## config.mk

```make
export PLATFORM = sky130hd
export DESIGN_NAME = priority_ready_queue_scheduler_core
export DESIGN_NICKNAME = d
export VERILOG_FILES = /design/src/rtl/core/prqs_pkg.sv /design/src/rtl/core/prqs_ram.sv /design/src/rtl/core/prqs_level_tbl.sv /design/src/rtl/core/priority_ready_queue_scheduler_core.sv
export VERILOG_INCLUDE_DIRS = /design/src /design/src/rtl/core
export SDC_FILE = /design/constraint.sdc
export NUM_CORES = 1
export LEC_CHECK = 0
export ABC_AREA = 1
export BUFFER_PORTS_ARGS = -buffer_cell sky130_fd_sc_hd__buf_2
export CAP_MARGIN = 20
export CORE_UTILIZATION = 56
export CTS_CLUSTER_SIZE = 25
export DETAILED_ROUTE_END_ITERATION = 12
export GPL_ROUTABILITY_DRIVEN = 0
export PLACE_DENSITY_LB_ADDON = 0.25
export SLEW_MARGIN = 10
export SYNTH_ARGS = -nofsm -noshare
export SYNTH_HDL_FRONTEND = slang
export SYNTH_SLANG_ARGS = --single-unit
```

## constraint.sdc

```tcl
create_clock -name clk -period 3.1 [get_ports clk]
set_input_delay 0.775 -clock clk [delete_from_list [all_inputs] [get_ports clk]]
set_output_delay 0.775 -clock clk [all_outputs]
set_load 0.005 [all_outputs]
```

## src/rtl/core/priority_ready_queue_scheduler_core_defines.svh

```systemverilog
// Assertion macros for the scheduler core.
`ifndef PRIORITY_READY_QUEUE_SCHEDULER_CORE_DEFINES_SVH
`define PRIORITY_READY_QUEUE_SCHEDULER_CORE_DEFINES_SVH

`ifndef SYNTHESIS
// same-cycle implication
`define PRQS_ASSERT_IMP(label, clk, rst_n, ante, cons) \
  label: assert property (@(posedge clk) disable iff (!rst_n) (ante) |-> (cons)) \
    else $error("scheduler core assertion failed");
// next-cycle implication
`define PRQS_ASSERT_NXT(label, clk, rst_n, ante, cons) \
  label: assert property (@(posedge clk) disable iff (!rst_n) (ante) |=> (cons)) \
    else $error("scheduler core assertion failed");
`else
`define PRQS_ASSERT_IMP(label, clk, rst_n, ante, cons)
`define PRQS_ASSERT_NXT(label, clk, rst_n, ante, cons)
`endif

`endif

```

## src/rtl/core/prqs_pkg.sv

```systemverilog
// Shared constants, codes and types of the ready queue scheduler.
package prqs_pkg;

  localparam int LEVELS    = 4;
  localparam int MAX_SLOTS = 16;

  localparam int LVL_W    = $clog2(LEVELS);
  localparam int SLOT_W   = $clog2(MAX_SLOTS);
  localparam int CNT_W    = $clog2(MAX_SLOTS + 1);
  localparam int ACT_W    = 3;
  localparam int ID_W     = 4;
  localparam int PRIO_W   = 2;
  localparam int QST_W    = 2;
  localparam int LIVE_W   = 5;
  localparam int LIVE_MAX = 31;

  localparam logic [ACT_W-1:0] ACT_CREATE     = 3'd0;
  localparam logic [ACT_W-1:0] ACT_ACTIVATE   = 3'd1;
  localparam logic [ACT_W-1:0] ACT_YIELD      = 3'd2;
  localparam logic [ACT_W-1:0] ACT_DEACTIVATE = 3'd3;
  localparam logic [ACT_W-1:0] ACT_EXIT       = 3'd4;
  localparam logic [ACT_W-1:0] ACT_QUERY      = 3'd5;

  typedef enum logic [QST_W-1:0] {
    ST_BLOCKED = 2'd0,
    ST_READY   = 2'd1,
    ST_RUNNING = 2'd2,
    ST_FREE    = 2'd3
  } slot_state_t;

  typedef struct packed {
    logic [LVL_W-1:0] prio;
    slot_state_t      state;
  } slot_entry_t;

  typedef struct packed {
    logic              en;
    logic [LVL_W-1:0]  lv;
    logic [SLOT_W-1:0] slot;
  } enq_req_t;

  typedef struct packed {
    logic              en;
    logic [LVL_W-1:0]  lv;
    logic              last;
    logic [SLOT_W-1:0] nxt_head;
  } pop_req_t;

  typedef struct packed {
    logic              any;
    logic [LVL_W-1:0]  lv;
    logic [SLOT_W-1:0] head;
    logic [SLOT_W-1:0] tail;
  } lvl_sel_t;

  function automatic logic [LVL_W-1:0] clamp_prio(input logic [PRIO_W-1:0] p);
    if (int'(p) >= LEVELS) begin
      return LVL_W'(LEVELS - 1);
    end
    return LVL_W'(p);
  endfunction

endpackage

```

## src/rtl/core/prqs_ram.sv

```systemverilog
// Generic single-port-write, single-port-read RAM with registered read data.
module prqs_ram #(
  parameter int WIDTH = 8,
  parameter int DEPTH = 16,
  localparam int AW   = $clog2(DEPTH)
) (
  input  logic             clk,
  input  logic             we,
  input  logic [AW-1:0]    waddr,
  input  logic [WIDTH-1:0] wdata,
  input  logic             re,
  input  logic [AW-1:0]    raddr,
  output logic [WIDTH-1:0] rdata
);

  logic [WIDTH-1:0] mem [DEPTH];

  always_ff @(posedge clk) begin
    if (we) begin
      mem[waddr] <= wdata;
    end
    if (re) begin
      rdata <= mem[raddr];
    end
  end

endmodule

```

## src/rtl/core/prqs_level_tbl.sv

```systemverilog
// Per-level head/tail/non-empty table and highest-level select.
module prqs_level_tbl import prqs_pkg::*; (
  input  logic              clk,
  input  logic              rst_n,
  input  enq_req_t          enq_i,
  input  pop_req_t          pop_i,
  output logic              enq_nonempty_o,
  output logic [SLOT_W-1:0] enq_tail_o,
  output lvl_sel_t          sel_o
);

  logic [SLOT_W-1:0] head_r [LEVELS];
  logic [SLOT_W-1:0] tail_r [LEVELS];
  logic [LEVELS-1:0] ne_r;

  logic [SLOT_W-1:0] head_v [LEVELS];
  logic [SLOT_W-1:0] tail_v [LEVELS];
  logic [LEVELS-1:0] ne_v;
  logic [LVL_W-1:0]  top_lv;

  assign enq_nonempty_o = ne_r[enq_i.lv];
  assign enq_tail_o     = tail_r[enq_i.lv];

  // view after this cycle's enqueue, so dispatch can follow it at once
  always_comb begin
    ne_v = ne_r;
    for (int l = 0; l < LEVELS; l++) begin
      head_v[l] = head_r[l];
      tail_v[l] = tail_r[l];
      if (enq_i.en && enq_i.lv == LVL_W'(l)) begin
        tail_v[l] = enq_i.slot;
        if (!ne_r[l]) begin
          head_v[l] = enq_i.slot;
        end
        ne_v[l] = 1'b1;
      end
    end
  end

  always_comb begin
    top_lv = '0;
    for (int l = 0; l < LEVELS; l++) begin
      if (ne_v[l]) begin
        top_lv = LVL_W'(l);
      end
    end
    sel_o.any  = |ne_v;
    sel_o.lv   = top_lv;
    sel_o.head = head_v[top_lv];
    sel_o.tail = tail_v[top_lv];
  end

  always_ff @(posedge clk) begin
    if (!rst_n) begin
      ne_r <= '0;
    end else begin
      if (enq_i.en) begin
        ne_r[enq_i.lv] <= 1'b1;
      end
      if (pop_i.en && pop_i.last) begin
        ne_r[pop_i.lv] <= 1'b0;
      end
    end
  end

  always_ff @(posedge clk) begin
    if (enq_i.en) begin
      tail_r[enq_i.lv] <= enq_i.slot;
      if (!ne_r[enq_i.lv]) begin
        head_r[enq_i.lv] <= enq_i.slot;
      end
    end
    if (pop_i.en && !pop_i.last) begin
      head_r[pop_i.lv] <= pop_i.nxt_head;
    end
  end

endmodule

```

## src/rtl/core/priority_ready_queue_scheduler_core.sv

```systemverilog
// Top level of the multilevel priority ready queue scheduler.
//
//  channel | ports                                   | direction
//  --------+-----------------------------------------+----------
//  in      | in_valid/in_ready, action, id, priority | input
//  out     | out_valid/out_ready, status word        | output
//
// Each word goes through S_EXEC to read the slot and link memories (and
// apply the running thread's change), S_DONE to commit and load the result.
// The link memory read for dispatch sets the pace; a new word is taken in
// the commit cycle. Reset clears slot state via per-slot valid bits, no
// sweep. A full output register holds the commit cycle until out_ready.
`include "priority_ready_queue_scheduler_core_defines.svh"

module priority_ready_queue_scheduler_core import prqs_pkg::*; (
  input  logic              clk,
  input  logic              rst_n,
  input  logic              in_valid,
  output logic              in_ready,
  input  logic [ACT_W-1:0]  in_action,
  input  logic [ID_W-1:0]   in_thread_id,
  input  logic [PRIO_W-1:0] in_priority_req,
  output logic              out_valid,
  input  logic              out_ready,
  output logic [ID_W-1:0]   out_running_id,
  output logic              out_running_present,
  output logic              out_empty_error,
  output logic              out_misuse_flag,
  output logic [QST_W-1:0]  out_queried_state,
  output logic [PRIO_W-1:0] out_queried_priority,
  output logic [LIVE_W-1:0] out_live_threads
);

  typedef enum logic [1:0] {S_IDLE, S_EXEC, S_DONE} state_t;

  state_t state_r;

  // accepted word
  logic [ACT_W-1:0]  act_r;
  logic [SLOT_W-1:0] id_r;
  logic [LVL_W-1:0]  prio_r;
  logic              id_ok_r;

  // scheduler status
  logic [SLOT_W-1:0] cur_id_r, cur_id_nxt;
  logic [LVL_W-1:0]  cur_prio_r, cur_prio_nxt;
  logic              cur_present_r, cur_present_nxt;
  logic [CNT_W-1:0]  count_r, count_nxt;
  logic [MAX_SLOTS-1:0] slot_vld_r;
  logic              rd_vld_r;

  // dispatch capture
  logic              dsp_any_r;
  logic [LVL_W-1:0]  dsp_lv_r;
  logic [SLOT_W-1:0] dsp_head_r;
  logic              dsp_last_r;
  logic              fwd_hit_r;
  logic [SLOT_W-1:0] fwd_data_r;

  // output register
  logic              out_valid_r;
  logic [ID_W-1:0]   out_id_r;
  logic              out_present_r;
  logic              out_err_r;
  logic              out_misuse_r;
  logic [QST_W-1:0]  out_qst_r;
  logic [PRIO_W-1:0] out_qprio_r;
  logic [LIVE_W-1:0] out_live_r;

  logic        is_dsp, out_free, commit, in_fire;
  enq_req_t    enq;
  pop_req_t    pop;
  lvl_sel_t    sel;
  logic              enq_nonempty;
  logic [SLOT_W-1:0] enq_tail;

  logic              slot_we, slot_re;
  logic [SLOT_W-1:0] slot_waddr;
  slot_entry_t       slot_wdata;
  logic [$bits(slot_entry_t)-1:0] slot_rword;
  slot_entry_t       slot_rd;
  slot_state_t       rd_state;

  logic              link_we, link_re;
  logic [SLOT_W-1:0] link_rd, link_nxt_head;

  logic        empty_err, misuse;
  slot_state_t q_state;
  logic [PRIO_W-1:0] q_prio;

  assign is_dsp   = (act_r == ACT_YIELD) || (act_r == ACT_DEACTIVATE) || (act_r == ACT_EXIT);
  assign out_free = !out_valid_r || out_ready;
  assign commit   = (state_r == S_DONE) && out_free;
  assign in_ready = (state_r == S_IDLE) || commit;
  assign in_fire  = in_valid && in_ready;

  assign slot_re  = (state_r == S_EXEC) && !is_dsp && id_ok_r;
  assign slot_rd  = slot_entry_t'(slot_rword);
  assign rd_state = rd_vld_r ? slot_rd.state : ST_FREE;

  assign link_we       = enq.en && enq_nonempty;
  assign link_re       = (state_r == S_EXEC) && is_dsp;
  assign link_nxt_head = fwd_hit_r ? fwd_data_r : link_rd;

  prqs_ram #(.WIDTH($bits(slot_entry_t)), .DEPTH(MAX_SLOTS)) u_slot_ram (
    .clk   (clk),
    .we    (slot_we),
    .waddr (slot_waddr),
    .wdata (slot_wdata),
    .re    (slot_re),
    .raddr (id_r),
    .rdata (slot_rword)
  );

  prqs_ram #(.WIDTH(SLOT_W), .DEPTH(MAX_SLOTS)) u_link_ram (
    .clk   (clk),
    .we    (link_we),
    .waddr (enq_tail),
    .wdata (enq.slot),
    .re    (link_re),
    .raddr (sel.head),
    .rdata (link_rd)
  );

  prqs_level_tbl u_level_tbl (
    .clk            (clk),
    .rst_n          (rst_n),
    .enq_i          (enq),
    .pop_i          (pop),
    .enq_nonempty_o (enq_nonempty),
    .enq_tail_o     (enq_tail),
    .sel_o          (sel)
  );

  always_comb begin
    enq             = '0;
    pop             = '0;
    slot_we         = 1'b0;
    slot_waddr      = cur_id_r;
    slot_wdata      = '{prio: cur_prio_r, state: ST_READY};
    cur_id_nxt      = cur_id_r;
    cur_prio_nxt    = cur_prio_r;
    cur_present_nxt = cur_present_r;
    count_nxt       = count_r;
    empty_err       = 1'b0;
    misuse          = 1'b0;
    q_state         = ST_BLOCKED;
    q_prio          = '0;

    // running thread leaves: requeue, block or free it
    if (state_r == S_EXEC && is_dsp && cur_present_r) begin
      slot_we = 1'b1;
      case (act_r)
        ACT_YIELD: begin
          slot_wdata.state = ST_READY;
          enq.en   = 1'b1;
          enq.lv   = cur_prio_r;
          enq.slot = cur_id_r;
        end
        ACT_DEACTIVATE: begin
          slot_wdata.state = ST_BLOCKED;
        end
        default: begin
          slot_wdata.state = ST_FREE;
          if (count_r != '0) begin
            count_nxt = count_r - 1'b1;
          end
        end
      endcase
    end

    if (commit) begin
      unique case (act_r) inside
        ACT_CREATE: begin
          if (id_ok_r && rd_state == ST_FREE) begin
            slot_we    = 1'b1;
            slot_waddr = id_r;
            slot_wdata = '{prio: prio_r, state: ST_READY};
            enq.en     = 1'b1;
            enq.lv     = prio_r;
            enq.slot   = id_r;
            count_nxt  = count_r + 1'b1;
          end
        end
        ACT_ACTIVATE: begin
          if (id_ok_r && rd_state == ST_READY) begin
            misuse = 1'b1;
          end else if (id_ok_r && rd_state == ST_BLOCKED) begin
            slot_we    = 1'b1;
            slot_waddr = id_r;
            slot_wdata = '{prio: slot_rd.prio, state: ST_READY};
            enq.en     = 1'b1;
            enq.lv     = slot_rd.prio;
            enq.slot   = id_r;
          end
        end
        ACT_YIELD, ACT_DEACTIVATE, ACT_EXIT: begin
          if (dsp_any_r) begin
            pop.en          = 1'b1;
            pop.lv          = dsp_lv_r;
            pop.last        = dsp_last_r;
            pop.nxt_head    = link_nxt_head;
            slot_we         = 1'b1;
            slot_waddr      = dsp_head_r;
            slot_wdata      = '{prio: dsp_lv_r, state: ST_RUNNING};
            cur_id_nxt      = dsp_head_r;
            cur_prio_nxt    = dsp_lv_r;
            cur_present_nxt = 1'b1;
          end else begin
            cur_id_nxt      = '0;
            cur_present_nxt = 1'b0;
            empty_err       = 1'b1;
          end
        end
        ACT_QUERY: begin
          if (id_ok_r && rd_state != ST_FREE) begin
            q_state = rd_state;
            q_prio  = PRIO_W'(slot_rd.prio);
          end else begin
            q_state = ST_FREE;
          end
        end
        default: begin
        end
      endcase
    end
  end

  // capture of word, slot read valid and dispatch choice
  always_ff @(posedge clk) begin
    if (in_fire) begin
      act_r   <= in_action;
      id_r    <= SLOT_W'(in_thread_id);
      prio_r  <= clamp_prio(in_priority_req);
      id_ok_r <= (32'(in_thread_id) < 32'(MAX_SLOTS));
    end
    if (state_r == S_EXEC) begin
      rd_vld_r   <= slot_vld_r[id_r];
      dsp_any_r  <= sel.any;
      dsp_lv_r   <= sel.lv;
      dsp_head_r <= sel.head;
      dsp_last_r <= (sel.head == sel.tail);
      // link written this cycle at the address being read
      fwd_hit_r  <= link_we && (enq_tail == sel.head);
      fwd_data_r <= enq.slot;
    end
  end

  always_ff @(posedge clk) begin
    if (!rst_n) begin
      state_r       <= S_IDLE;
      cur_id_r      <= '0;
      cur_prio_r    <= '0;
      cur_present_r <= 1'b0;
      count_r       <= '0;
      slot_vld_r    <= '0;
      out_valid_r   <= 1'b0;
      out_id_r      <= '0;
      out_present_r <= 1'b0;
      out_err_r     <= 1'b0;
      out_misuse_r  <= 1'b0;
      out_qst_r     <= '0;
      out_qprio_r   <= '0;
      out_live_r    <= '0;
    end else begin
      cur_id_r      <= cur_id_nxt;
      cur_prio_r    <= cur_prio_nxt;
      cur_present_r <= cur_present_nxt;
      count_r       <= count_nxt;
      if (slot_we) begin
        slot_vld_r[slot_waddr] <= 1'b1;
      end

      unique case (state_r)
        S_IDLE: begin
          if (in_fire) begin
            state_r <= S_EXEC;
          end
        end
        S_EXEC: begin
          state_r <= S_DONE;
        end
        S_DONE: begin
          if (commit) begin
            state_r <= in_fire ? S_EXEC : S_IDLE;
          end
        end
        default: begin
          state_r <= S_IDLE;
        end
      endcase

      if (commit) begin
        out_valid_r   <= 1'b1;
        out_id_r      <= cur_present_nxt ? ID_W'(cur_id_nxt) : '0;
        out_present_r <= cur_present_nxt;
        out_err_r     <= empty_err;
        out_misuse_r  <= misuse;
        out_qst_r     <= q_state;
        out_qprio_r   <= q_prio;
        out_live_r    <= (32'(count_nxt) > LIVE_MAX) ? LIVE_W'(LIVE_MAX) : LIVE_W'(count_nxt);
      end else if (out_ready) begin
        out_valid_r <= 1'b0;
      end
    end
  end

  assign out_valid            = out_valid_r;
  assign out_running_id       = out_id_r;
  assign out_running_present  = out_present_r;
  assign out_empty_error      = out_err_r;
  assign out_misuse_flag      = out_misuse_r;
  assign out_queried_state    = out_qst_r;
  assign out_queried_priority = out_qprio_r;
  assign out_live_threads     = out_live_r;

  `PRQS_ASSERT_IMP(a_err_no_run, clk, rst_n, out_valid && out_empty_error, !out_running_present)
  `PRQS_ASSERT_IMP(a_idle_id_zero, clk, rst_n, out_valid && !out_running_present, out_running_id == '0)
  `PRQS_ASSERT_NXT(a_fire_exec, clk, rst_n, in_valid && in_ready, state_r == S_EXEC)
  `PRQS_ASSERT_NXT(a_commit_out, clk, rst_n, commit, out_valid_r)

endmodule

```

==> results_dict.tcl <==
set metrics [dict create \
    synthSimpleGateAreaFrac_pct 20.6 \
    reg2reg_depth 17 \
    min-delay-path-class "in -> reg" \
    fillCellCount 1508 \
    fmax_ghz 0.334 \
    slew_headroom_pct 53.7 \
    ys_seq_elements 242 \
    dpl-instance-area_um2 12600 \
    clock-skew-final_ns 0.0208 \
    utilization_pct 69.0 \
    use_met3_pct 3.51 \
    setup_viol 0 \
    power.share.sequential_pct 53.5 \
    required_ns 3.38 \
    drtAntennaViolNets 0 \
    synthArstFlopShare_pct 0 \
    internal-power_w 0.00518 \
    min_period_ns 2.99 \
    layout.nets 1329 \
    fin_ws_ns 0.107 \
    grt_pass1_vias 8489 \
    yosysMostFrequentCell "edfxtp_1" \
    yosys_warnings 0 \
    wl_um 28100 \
    cp_top_family "simple AND/OR/NAND/NOR gates" \
    timing.final.crit_share_pct 96.6 \
    worst_hold_slack_ns 0.420 \
    crit_path_end_kind "flip-flop" \
    crit_path_cell_trace "nor2_4 > nand2_4 > nor2_1 > a21oi_2 > inv_1 > nand2_1 > nand2_2 > inv_1 > o21bai_1 > nand3_1 > nand3_4 > buf_12 > nand3b_1 > nand3_1 > nand3_1 > nand3_1 > nand2_1" \
    max-clock-path-buffers 3 \
    avgSynthCellArea_um2 9.75 \
    max_slew.worst_pin.slew_ns 0.694 \
    cpMaxStageDelayCell "edfxtp_1" \
    io_buffers 30 \
    core_area_um2 19700 \
    insertion_delay_ns 0.53 \
    root_buffer "clkbuf_16" \
    synthDistinctLibCells 55 \
    ys_top_cells_by_area "edfxtp_1, dfxtp_1, nand2_1, nor2_1, o21ai_0" \
    cpMostUsedCell "nand3_1" \
    vias 8916 \
    outcome "completed" \
    synth_xor_area_share_pct 0.773 \
    critPathBufInv 3 \
    crit_type "reg -> reg" \
    synthMuxAreaShare_pct 0.177 \
    worst_setup_path_start_kind "flip-flop" \
    power_leakage_nw 5.65 \
    ir_drop_uv 480 \
    p_switching_w 0.00139 \
    firstDrtPassIters 5 \
    grt_pass1_wl_um 43600 \
    cts_max_level 1 \
    multiInputGateArea_um2 3850 \
    syn_inst 1162 \
    postLayoutCellArea_um2 13600 \
    crit_fanout 32 \
    io_pins 31 \
    initial_utilization_pct 57.6 \
    fp.dieW_um 144 \
    wl_per_cell_um 17.6 \
    synth_compound_area_share_pct 11.5 \
    synth_fa_ha_area_share_pct 0.221 \
    pwr-share-comb_pct 4.4 \
    maxSlewViolCount 0 \
    clk_pin_slew_worst_paths_ns 0.06 \
    synth_edf_count 191 \
    num_rows 51 \
    hold_path_depth 1 \
    synth_top_family_by_area "simple AND/OR/NAND/NOR gates" \
    powerDensity_nw_per_um2 484 \
    busiest_layer "met2" \
    met2_usage_pct 46.9 \
    synth_common_cells "edfxtp_1, nand2_1, nor2_1" \
    drive_above_1_share_pct 20.6 \
    synth.yosys.seq_area_share_pct 59.7 \
    syn_nets 1177 \
    synth_top_area_cell "edfxtp_1" \
    cp.arrival_ns 3.27 \
    n_antenna_cell 0 \
    drc 0 \
    via_per_inst 5.59 \
    track_usage_pct 27.6 \
    hold_violations 0 \
    swShare_pct 21.2 \
    synth_area_um2 11300 \
    use_met1_pct 35.3 \
    cts.sinks 242 \
    p_total_w 0.00657 \
    drv_cap 0 \
    dieArea_um2 20800 \
    synth_flop_cell "edfxtp_1" \
    grt_start_max_net_pins 41 \
    cts_tree "done" \
    die_h_um 144 \
    clock_power_share_pct 42.1 \
    yosysTopAreaCellShare_pct 50.6 \
    area_growth_pct 19.7 \
    drtIter0Drc 769 \
    dp_hpwl_um 19100 \
    antenna_found_initial 0 \
    cts_buffers 25 \
    grt-ovfl-total 0 \
    cp.depth 17 \
    ff_latch_area_um2 6760 \
    dpl_worst_slack_ns -0.233 \
    crit_path_max_incr_delay_ns 0.47 \
    cts_hold_buf 0 \
]
[registers in the layout (all words and copies together) (netlist names), 2 cells and up]
signal,flops
u_link_ram.mem,64
u_slot_ram.mem,64
slot_vld_r,16
u_level_tbl.head_r,16
u_level_tbl.tail_r,16
count_r,5
out_live_threads,5
cur_id_r,4
dsp_head_r,4
fwd_data_r,4
id_r,4
out_running_id,4
u_level_tbl.ne_r,4
u_link_ram.rdata,4
u_slot_ram.rdata,4
act_r,3
cur_prio_r,2
dsp_lv_r,2
out_queried_priority,2
out_queried_state,2
prio_r,2
state_r,2
[placed cells by master (no fill, tap or decap), types with 10 or more instances in the layout]
cell type and n:
nor2_2 10, o221ai_1 11, inv_2 14, nor2_1 153, nand2_2 10, clkbuf_16 27, nor3_1 12, buf_4 124
nand3b_1 16, edfxtp_1 191, o211ai_1 11, nand2_1 156, a21oi_1 38, nand3_1 98, inv_1 139, o21ai_0 110
o22ai_1 11, dfxtp_1 51, buf_2 30
[power by group through the flow]
stage          sequential, W  combinational [W]  clock (W)
2_1_floorplan        0.00358           0.000171          0
3_3_place_gp         0.00358           0.000268          0
3_5_place_dp         0.00358           0.000272          0
4_1_cts              0.00352           0.000275    0.00280
5_1_grt              0.00352           0.000315    0.00293
6_report             0.00352           0.000287    0.00277
[logic make-up (layout without fill, tap and decap cells)]
family | Yosys count | in the layout
multiplexers | 2 | 2
AO/OA/AOI/OAI | 220 | 220
buffers and inverters | 195 | 363
AND/OR/NAND/NOR | 491 | 491
flip-flops | 242 | 242
XOR/XNOR | 10 | 10
adder cells (fa/ha/maj) | 2 | 2
[area by class of cell]
cell class                 instances  share of cell area (%)
clock buffer                      34                    4.94
clock inverter                     9                   0.544
inverter                         156                    4.37
multi-input combinational        725                    28.4
sequential                       242                    49.8
tap                              265                    2.44
timing repair buffer             164                    9.52
[layer usage]
layer  up-vias  share of wire (%)
met3        83                5.9
met4         0                3.9
met5         -                  0
li1       4288                  -
met2       339                 49
met1      4206                 41
[what timing repair did]
item / in CTS / in global routing
pin swaps: 0 / 5
gates cloned: 0 / 2
resized for setup: 1 / 23
endpoints found under the setup margin: 3 / 70
setup buffers: 2 / 5
[worst reg2reg max path, stage by stage, from the launching register on]
cell and delay (ns):
edfxtp_1 0.47, nor2_4 0.19, nand2_4 0.09, nor2_1 0.22
a21oi_2 0.09, inv_1 0.09, nand2_1 0.09, nand2_2 0.16
inv_1 0.08, o21bai_1 0.21, nand3_1 0.15, nand3_4 0.13
buf_12 0.19, nand3b_1 0.18, nand3_1 0.12, nand3_1 0.12
nand3_1 0.11, nand2_1 0.05
[stage by stage]
| step | setup TNS [ns] | std cells |
|---|---|---|
| CTS | 0 | 1588 |
| floorplan | 0 | 1162 |
| finish | 0 | 1595 |
| global placement | -3.26 | 1543 |
| global route | -0.117 | 1595 |
| detailed placement | -4.94 | 1543 |
[path summary, 6_finish.rpt]
kind / startpoint / end / slack, ns
worst max register to register: act_r[1]$_DFFE_PP_ / u_link_ram.rdata[0]$_DFFE_PN_ / 0.11
worst min register to register: out_running_present$_SDFFE_PN0P_ / out_running_present$_SDFFE_PN0P_ / 0.46
worst max-delay path: act_r[1]$_DFFE_PP_ / u_link_ram.rdata[0]$_DFFE_PN_ / 0.11
worst min-delay path: in_thread_id[0] / id_r[0]$_DFFE_PP_ / 0.42
Note: power is estimated with default switching activity, not from simulation.
